**config.mk**
```make
export PLATFORM = sky130hd
export DESIGN_NAME = png_chunk_crc_framer
export DESIGN_NICKNAME = d
export VERILOG_FILES = /design/src/design/pcf_pkg.sv /design/src/design/pcf_front.sv /design/src/design/pcf_queue.sv /design/src/design/pcf_back.sv /design/src/design/png_chunk_crc_framer.sv
export SDC_FILE = /design/constraint.sdc
export NUM_CORES = 1
export LEC_CHECK = 0
export BUFFER_PORTS_ARGS = -buffer_cell sky130_fd_sc_hd__buf_2
export CORE_MARGIN = 4
export CORE_UTILIZATION = 27
export CTS_CLUSTER_DIAMETER = 200
export DETAILED_ROUTE_END_ITERATION = 10
export GPL_TIMING_DRIVEN = 0
export PLACE_DENSITY = 0.43
export SYNTH_ARGS = -nofsm -noshare
export SYNTH_HDL_FRONTEND = slang
export SYNTH_HIERARCHICAL = 1
export SYNTH_SLANG_ARGS = --single-unit
```
**constraint.sdc**
```tcl
create_clock -name clk -period 7.61 [get_ports clk]
set_input_delay 0.3805 -clock clk [delete_from_list [all_inputs] [get_ports clk]]
set_output_delay 0.3805 -clock clk [all_outputs]
set_load 0.01 [all_outputs]
```
**src/design/pcf_pkg.sv**
```systemverilog
// Package for the PNG chunk framer: payload types, queue entry, CRC helpers.
// No dependencies; used by every module of the block.
package pcf_pkg;

  localparam int LENGTH_BITS_DEF = 31;
  localparam int LEN_W = 31;
  localparam int QUEUE_DEPTH_DEF = 4;

  localparam logic [31:0] CRC_POLY = 32'hEDB88320;
  localparam logic [31:0] CRC_INIT = 32'hFFFFFFFF;

  // Positions inside the byte sequence of one queued operation.
  localparam logic [3:0] IDX_FIRST      = 4'd0;
  localparam logic [3:0] IDX_TYPE_FIRST = 4'd4;
  localparam logic [3:0] IDX_TYPE_LAST  = 4'd7;
  localparam logic [3:0] IDX_CRC_FIRST  = 4'd8;
  localparam logic [3:0] IDX_START_END  = 4'd11;
  localparam logic [3:0] IDX_DATA_END   = 4'd4;

  typedef enum logic {
    CMD_START = 1'b0,
    CMD_DATA  = 1'b1
  } cmd_t;

  typedef enum logic [1:0] {
    OP_START = 2'd0,
    OP_DATA  = 2'd1,
    OP_ERR   = 2'd2
  } op_kind_t;

  typedef struct packed {
    cmd_t        command;
    logic [31:0] chunk_type;
    logic [30:0] chunk_length;
    logic [7:0]  data_byte;
  } in_item_t;

  typedef struct packed {
    logic [7:0] out_byte;
    logic       last;
    logic       protocol_error;
  } out_item_t;

  // One classified request handed from the front end to the back end.
  typedef struct packed {
    op_kind_t         kind;
    logic             fin;
    logic [31:0]      word;
    logic [LEN_W-1:0] len;
  } op_t;

  function automatic logic [31:0] crc_fold(input logic [31:0] c_in, input logic [7:0] b);
    logic [31:0] c;
    c = c_in ^ {24'd0, b};
    for (int k = 0; k < 8; k++) begin
      c = c[0] ? (CRC_POLY ^ (c >> 1)) : (c >> 1);
    end
    return c;
  endfunction

  function automatic logic [7:0] byte_sel(input logic [31:0] w, input logic [1:0] sel);
    logic [7:0] r;
    case (sel)
      2'd0:    r = w[31:24];
      2'd1:    r = w[23:16];
      2'd2:    r = w[15:8];
      default: r = w[7:0];
    endcase
    return r;
  endfunction

endpackage

```
**src/design/pcf_front.sv**
```systemverilog
// Front end of the chunk framer: accepts requests and classifies them.
// Depends on pcf_pkg; feeds pcf_queue.
module pcf_front #(
  parameter int LENGTH_BITS = pcf_pkg::LENGTH_BITS_DEF
) (
  input  logic              clk,
  input  logic              rst_n,
  input  logic              in_valid,
  output logic              in_stall,
  input  pcf_pkg::in_item_t in_data,
  input  logic              q_full,
  output logic              push,
  output pcf_pkg::op_t      push_op
);
  import pcf_pkg::*;

  logic                   open_r, open_nxt;
  logic [LENGTH_BITS-1:0] remain_r, remain_nxt;
  logic [LENGTH_BITS-1:0] len_in;
  logic                   accept;

  assign in_stall = q_full;
  assign accept   = in_valid && !q_full;
  assign push     = accept;
  assign len_in   = in_data.chunk_length[LENGTH_BITS-1:0];

  always_comb begin
    open_nxt     = open_r;
    remain_nxt   = remain_r;
    push_op.kind = OP_ERR;
    push_op.fin  = 1'b0;
    push_op.word = 32'd0;
    push_op.len  = '0;
    case (in_data.command)
      CMD_START: begin
        if (!open_r) begin
          push_op.kind = OP_START;
          push_op.word = in_data.chunk_type;
          push_op.len  = LEN_W'(len_in);
          if (len_in == '0) begin
            push_op.fin = 1'b1;
          end else begin
            open_nxt   = 1'b1;
            remain_nxt = len_in;
          end
        end
      end
      CMD_DATA: begin
        if (open_r) begin
          push_op.kind = OP_DATA;
          push_op.word = 32'(in_data.data_byte);
          remain_nxt   = remain_r - LENGTH_BITS'(1);
          if (remain_r == LENGTH_BITS'(1)) begin
            push_op.fin = 1'b1;
            open_nxt    = 1'b0;
          end
        end
      end
      default: push_op.kind = OP_ERR;
    endcase
  end

  always_ff @(posedge clk) begin
    if (!rst_n) begin
      open_r   <= 1'b0;
      remain_r <= '0;
    end else if (accept) begin
      open_r   <= open_nxt;
      remain_r <= remain_nxt;
    end
  end

endmodule

```
**src/design/pcf_queue.sv**
```systemverilog
// Short register queue of classified requests between front and back end.
// Depends on pcf_pkg.
module pcf_queue #(
  parameter int DEPTH = pcf_pkg::QUEUE_DEPTH_DEF
) (
  input  logic         clk,
  input  logic         rst_n,
  input  logic         push,
  input  pcf_pkg::op_t push_op,
  output logic         full,
  input  logic         pop,
  output logic         head_valid,
  output pcf_pkg::op_t head_op
);
  import pcf_pkg::*;

  localparam int PTR_W = (DEPTH > 1) ? $clog2(DEPTH) : 1;
  localparam int CNT_W = $clog2(DEPTH + 1);

  op_t              mem_r [DEPTH];
  logic [PTR_W-1:0] wr_ptr_r, rd_ptr_r;
  logic [CNT_W-1:0] count_r;

  assign full       = (count_r == CNT_W'(DEPTH));
  assign head_valid = (count_r != '0);
  assign head_op    = mem_r[rd_ptr_r];

  always_ff @(posedge clk) begin
    if (push) begin
      mem_r[wr_ptr_r] <= push_op;
    end
  end

  always_ff @(posedge clk) begin
    if (!rst_n) begin
      wr_ptr_r <= '0;
      rd_ptr_r <= '0;
      count_r  <= '0;
    end else begin
      if (push) begin
        wr_ptr_r <= (wr_ptr_r == PTR_W'(DEPTH - 1)) ? '0 : wr_ptr_r + PTR_W'(1);
      end
      if (pop) begin
        rd_ptr_r <= (rd_ptr_r == PTR_W'(DEPTH - 1)) ? '0 : rd_ptr_r + PTR_W'(1);
      end
      if (push && !pop) begin
        count_r <= count_r + CNT_W'(1);
      end else if (pop && !push) begin
        count_r <= count_r - CNT_W'(1);
      end
    end
  end

endmodule

```
**src/design/pcf_back.sv**
```systemverilog
// Back end of the chunk framer: byte sequencer, CRC register, output register.
// Depends on pcf_pkg; takes requests from pcf_queue.
module pcf_back (
  input  logic               clk,
  input  logic               rst_n,
  input  logic               head_valid,
  input  pcf_pkg::op_t       head_op,
  output logic               pop,
  output logic               out_valid,
  input  logic               out_stall,
  output pcf_pkg::out_item_t out_data
);
  import pcf_pkg::*;

  logic [3:0]  idx_r, idx_nxt;
  logic [31:0] crc_r, crc_nxt;
  logic        out_valid_r, out_valid_nxt;
  out_item_t   out_data_r;

  logic        advance, done, fold;
  logic [31:0] fold_base, crc_inv;
  logic [7:0]  b;
  logic        last_flag, err_flag;

  assign advance = head_valid && (!out_valid_r || !out_stall);
  assign crc_inv = crc_r ^ CRC_INIT;
  assign pop     = advance && done;

  always_comb begin
    b         = 8'd0;
    last_flag = 1'b0;
    err_flag  = 1'b0;
    done      = 1'b0;
    fold      = 1'b0;
    fold_base = crc_r;
    unique case (head_op.kind)
      OP_START: begin
        if (idx_r < IDX_TYPE_FIRST) begin
          b = byte_sel(32'(head_op.len), idx_r[1:0]);
        end else if (idx_r < IDX_CRC_FIRST) begin
          b    = byte_sel(head_op.word, idx_r[1:0]);
          fold = 1'b1;
          if (idx_r == IDX_TYPE_FIRST) begin
            fold_base = CRC_INIT;
          end
          if (idx_r == IDX_TYPE_LAST && !head_op.fin) begin
            done = 1'b1;
          end
        end else begin
          b = byte_sel(crc_inv, idx_r[1:0]);
          if (idx_r == IDX_START_END) begin
            last_flag = 1'b1;
            done      = 1'b1;
          end
        end
      end
      OP_DATA: begin
        if (idx_r == IDX_FIRST) begin
          b    = head_op.word[7:0];
          fold = 1'b1;
          done = !head_op.fin;
        end else begin
          b = byte_sel(crc_inv, 2'(idx_r - 4'd1));
          if (idx_r == IDX_DATA_END) begin
            last_flag = 1'b1;
            done      = 1'b1;
          end
        end
      end
      OP_ERR: begin
        err_flag = 1'b1;
        done     = 1'b1;
      end
      default: done = 1'b1;
    endcase
  end

  always_comb begin
    idx_nxt       = idx_r;
    crc_nxt       = crc_r;
    out_valid_nxt = out_valid_r;
    if (advance) begin
      idx_nxt       = done ? IDX_FIRST : idx_r + 4'd1;
      out_valid_nxt = 1'b1;
      if (fold) begin
        crc_nxt = crc_fold(fold_base, b);
      end else if (last_flag) begin
        crc_nxt = CRC_INIT;
      end
    end else if (!out_stall) begin
      out_valid_nxt = 1'b0;
    end
  end

  always_ff @(posedge clk) begin
    if (!rst_n) begin
      idx_r       <= IDX_FIRST;
      crc_r       <= CRC_INIT;
      out_valid_r <= 1'b0;
    end else begin
      idx_r       <= idx_nxt;
      crc_r       <= crc_nxt;
      out_valid_r <= out_valid_nxt;
    end
  end

  always_ff @(posedge clk) begin
    if (advance) begin
      out_data_r.out_byte       <= b;
      out_data_r.last           <= last_flag;
      out_data_r.protocol_error <= err_flag;
    end
  end

  assign out_valid = out_valid_r;
  assign out_data  = out_data_r;

endmodule

```
**src/design/png_chunk_crc_framer.sv**
```systemverilog
// PNG chunk framer with CRC-32: an accepted request is registered in the queue, and
// the back end loads its bytes into the output register. Data bytes pass at one per
// cycle while the output does not stall. A start request sends four length and four
// type bytes, plus four CRC bytes for a zero-length chunk; a closing request sends
// one data byte and four CRC bytes. Synchronous active-low reset empties the queue,
// closes any chunk and presets the CRC to all ones; no clearing pass is needed.
module png_chunk_crc_framer #(
  parameter int LENGTH_BITS = pcf_pkg::LENGTH_BITS_DEF,
  parameter int QUEUE_DEPTH = pcf_pkg::QUEUE_DEPTH_DEF
) (
  input  logic               clk,
  input  logic               rst_n,
  input  logic               in_valid,
  output logic               in_stall,
  input  pcf_pkg::in_item_t  in_data,
  output logic               out_valid,
  input  logic               out_stall,
  output pcf_pkg::out_item_t out_data
);
  import pcf_pkg::*;

  // The front end tracks whether a chunk is open and how many data bytes are
  // still owed, so it can classify every request the cycle it arrives. Each
  // request becomes one queue entry: a start, a data byte, or an error. An
  // entry carries a flag that tells the back end to append the CRC bytes.
  logic front_push;
  op_t  front_op;
  logic q_full;

  // The back end walks the head entry's bytes, folds type and data bytes into
  // the CRC one byte per cycle unless the output stalls, and loads the output
  // register. The queue lets requests arrive while header or CRC bytes go out.
  logic q_head_valid;
  op_t  q_head_op;
  logic back_pop;

  pcf_front #(
    .LENGTH_BITS(LENGTH_BITS)
  ) u_front (
    .clk      (clk),
    .rst_n    (rst_n),
    .in_valid (in_valid),
    .in_stall (in_stall),
    .in_data  (in_data),
    .q_full   (q_full),
    .push     (front_push),
    .push_op  (front_op)
  );

  pcf_queue #(
    .DEPTH(QUEUE_DEPTH)
  ) u_queue (
    .clk        (clk),
    .rst_n      (rst_n),
    .push       (front_push),
    .push_op    (front_op),
    .full       (q_full),
    .pop        (back_pop),
    .head_valid (q_head_valid),
    .head_op    (q_head_op)
  );

  pcf_back u_back (
    .clk        (clk),
    .rst_n      (rst_n),
    .head_valid (q_head_valid),
    .head_op    (q_head_op),
    .pop        (back_pop),
    .out_valid  (out_valid),
    .out_stall  (out_stall),
    .out_data   (out_data)
  );

endmodule

```
==> out/metrics.yaml <==
synth:
  synth_enable_flop_cells: 274
  synth-async-reset-ratio_pct: 0
  synth_cells: 1184
  synthMuxAreaShare_pct: 9.658
  synthTopCellsByArea: "edfxtp_1, dfxtp_1, mux4_2"
  yosys_most_used_dff: "edfxtp_1"
  yosysTopAreaCell: "edfxtp_1"
  synth.avg_cell_area_um2: 13.98
  syn_nets: 1278
  ys_ff_latch: 352
  yosysSeqAreaShare_pct: 59.12
  synthXorXnorAreaFrac_pct: 5.275
  yosysTopAreaCellShare_pct: 49.69
  synth_top_family_by_area: "simple AND/OR/NAND/NOR gates"
  synthSimpleGateAreaFrac_pct: 11.18
  synth-compound-area-share_pct: 10.57
  synthAdderAreaFrac_pct: 1.406
  syn_area_um2: 16560
  yosysWarnings: 6
  synth_cell_types: 84
floorplan:
  fp.dieH_um: 255.6
  core_area_um2: 60580
  start_util_pct: 27.33
  die_w_um: 255.6
  rows: 90
  io_pins: 88
  dieArea_um2: 65350
detailed_routing:
  vias_per_cell: 5.061
  dr.first_iter.drc_count: 891
  drc: 0
  wl_um: 50060
  dr.pass1.iters: 9
  vias: 10810
  postRouteAntennaNets: 0
  wl_per_cell_um: 23.45
critical_path:
  slowest_delay_ps: 560
  critPathRequiredTime_ps: 8120
  cpMostUsedCell: "buf_2"
  slowest_stage: "clkbuf_1"
  rr_worst_depth: 13
  startpoint_type: "flip-flop"
  setup.worst_path.class: "flip-flop to flip-flop"
  worstPathArrival_ps: 4690
  crit_fanout: 10
  worst_setup_path_end_kind: "flip-flop"
  path_cells: "clkbuf_1 > mux4_2 > buf_2 > nor2_2 > and3_1 > buf_2 > buf_2 > nor2_1 > xnor2_4 > xor2_1 > xor3_1 > xnor2_1 > o22a_1"
global_routing:
  grt_overflow_total: 0
  grt_antenna_before_repair: 1
  grt_usage_pct: 14.98
  busiest_layer: "met2"
  grt_pass1_wl_um: 74540
  met1_usage_pct: 20.49
  grt_pass1_vias: 11010
  grt_util_met3_pct: 2.622
  use_met2_pct: 24.57
  grt_max_degree: 50
outcome:
  status: "finished clean"
cts:
  path_clk_slew_ps: 60
  cts.sinks: 352
  postCtsHoldBufs: 0
  worstSkewPairLatency_ps: 580
  cts_resized: 0
  cts_setup_buffers: 0
  cts_tree: "done"
  root_buffer: "clkbuf_16"
  cts_buffer_depth: 3
  cts_buffers: 42
  htree_levels: 2
sta:
  timing.final.crit_share_pct: 54.96
  fmax_mhz: 239.1
  worst_pin_slew_ps: 1369
  fin_setup_tns_ps: 0
  timing_max_transition_violations_final: 0
  setup_viol: 0
  worst_clock_skew_ps: 32.20
  min_period_ps: 4183
  maxSlewHeadroom_pct: 8.428
  report.final.hold_viol_count: 0
  rsz0062_at_grt: "false"
hold_path:
  hold_path_class: "primary input to flip-flop"
  hold_depth: 3
pwr:
  totalPowerFinal_mw: 8.225
  powerDensity_nw_per_um2: 423.0
  vdd_drop_max_uv: 215.1
  p_leak_nw: 6.507
final_layout:
  final_cells: 2135
  drive_gt1_share_pct: 22.04
  nNetsFinal: 1415
  areaGrowthSynthToFinish_pct: 17.43
  n_fill_cell: 6061
placement:
  dp_hpwl_um: 35460
  dp_cells: 2059
  place_congestion: 0.8611
  portBuffers: 87
run:
  maxCapViolations: 0
-- path summary, 6_finish.rpt --
path | start | end | slack, ps
setup / recovery | flip-flop | u_back/crc_r[18] | 3430
hold / removal | out_stall | u_back/out_valid | 80
setup reg to reg | flip-flop | u_back/crc_r[18] | 3430
hold reg to reg | u_front/remain_r[1] | u_front/remain_r[1] | 480
-- cells in the final DEF (no fill, tap or decap), drive strengths merged, types with 5 or more instances in the layout --
cell type,netlist,layout
ha,17,17
a22oi,19,19
inv,24,26
or3,8,8
nor3,23,23
o22ai,34,34
nand2b,30,30
o21ai,25,25
a21oi,35,35
xor2,24,24
nor4,15,15
nor2b,17,17
mux4,66,66
nand2,51,51
mux2i,9,9
and2,61,61
edfxtp,274,274
dfxtp,78,78
clkbuf,33,86
o211ai,5,5
nand4,14,14
a22o,8,8
buf,37,130
clkinv,0,15
o22a,20,20
nor2,66,66
xnor2,48,48
a31oi,5,5
nand3,30,30
o32ai,5,5
o2111ai,10,10
o21a,5,5
o31ai,5,5
a222oi,10,10
-- flip-flops by register name (all words and copies together) (netlist names), named ones only --
name and cells:
u_back/crc_r 32, u_back/idx_r 4, u_back/out_data 10, u_back/out_valid 1
u_front/open_r 1, u_front/remain_r 31, u_queue/count_r 3, u_queue/mem_r 264
u_queue/rd_ptr_r 2, u_queue/wr_ptr_r 2
-- routing by layer --
metal,wire [um],vias to the layer above
met1,22280,5464
met5,0,-
met3,2658,73
met2,23780,383
li1,-,4885
met4,1344,0
-- through the flow --
step | hold WS, ps | instance area, um2 | utilization [%] | setup slack [ps]
CTS | 49.69 | 19440 | 32.09 | 3359
detailed placement | 471.9 | 18120 | 29.92 | 3258
finish | 82.82 | 19440 | 32.09 | 3427
floorplan | 446.7 | 16560 | - | 4338
global placement | 462.8 | 17970 | 29.66 | 2144
global route | 85.13 | 19440 | 32.09 | 3164
-- final cells by class --
cell class | instances | area (um2) | share of cell area [%]
flip-flops and latches | 352 | 9789 | 50.35
clock buffers | 53 | 1112 | 5.721
diodes | 1 | 2.502 | 0.01287
inverters | 24 | 90.09 | 0.4633
repair buffers | 93 | 568.0 | 2.922
well taps | 782 | 978.4 | 5.032
multi-input cells | 738 | 6326 | 32.54
clock inverters | 22 | 205.2 | 1.055
plain buffers | 70 | 371.6 | 1.911
-- cells by family after synthesis --
logic type	Yosys count
flops	352
simple gates	340
compound gates	229
buf+inv	94
mux	77
xor+xnor	74
fa+ha+maj	18
-- where the power goes --
part	internal (mW)	total (mW)	switching (mW)
Clock	1.11	1.93	0.818
Combinational	1.67	3.74	2.06
Sequential	2.37	2.56	0.182
Total	5.16	8.22	3.06
-- synthesized netlist by cell type (all sizes together) (30+ instances only) --
library cell,instances
a21oi,35
and2,61
buf,37
clkbuf,33
dfxtp,78
edfxtp,274
mux4,66
nand2,51
nand2b,30
nand3,30
nor2,66
o22ai,34
xnor2,48
-- critical path, delay by kind of cell, from the launching register on --
family | cells | cell delay, ps
buf+inv | 4 | 1250
xor+xnor | 4 | 1180
simple gates | 3 | 790
mux | 1 | 400
flops | 1 | 360
compound gates | 1 | 150
(Power assumes the default switching activity.)
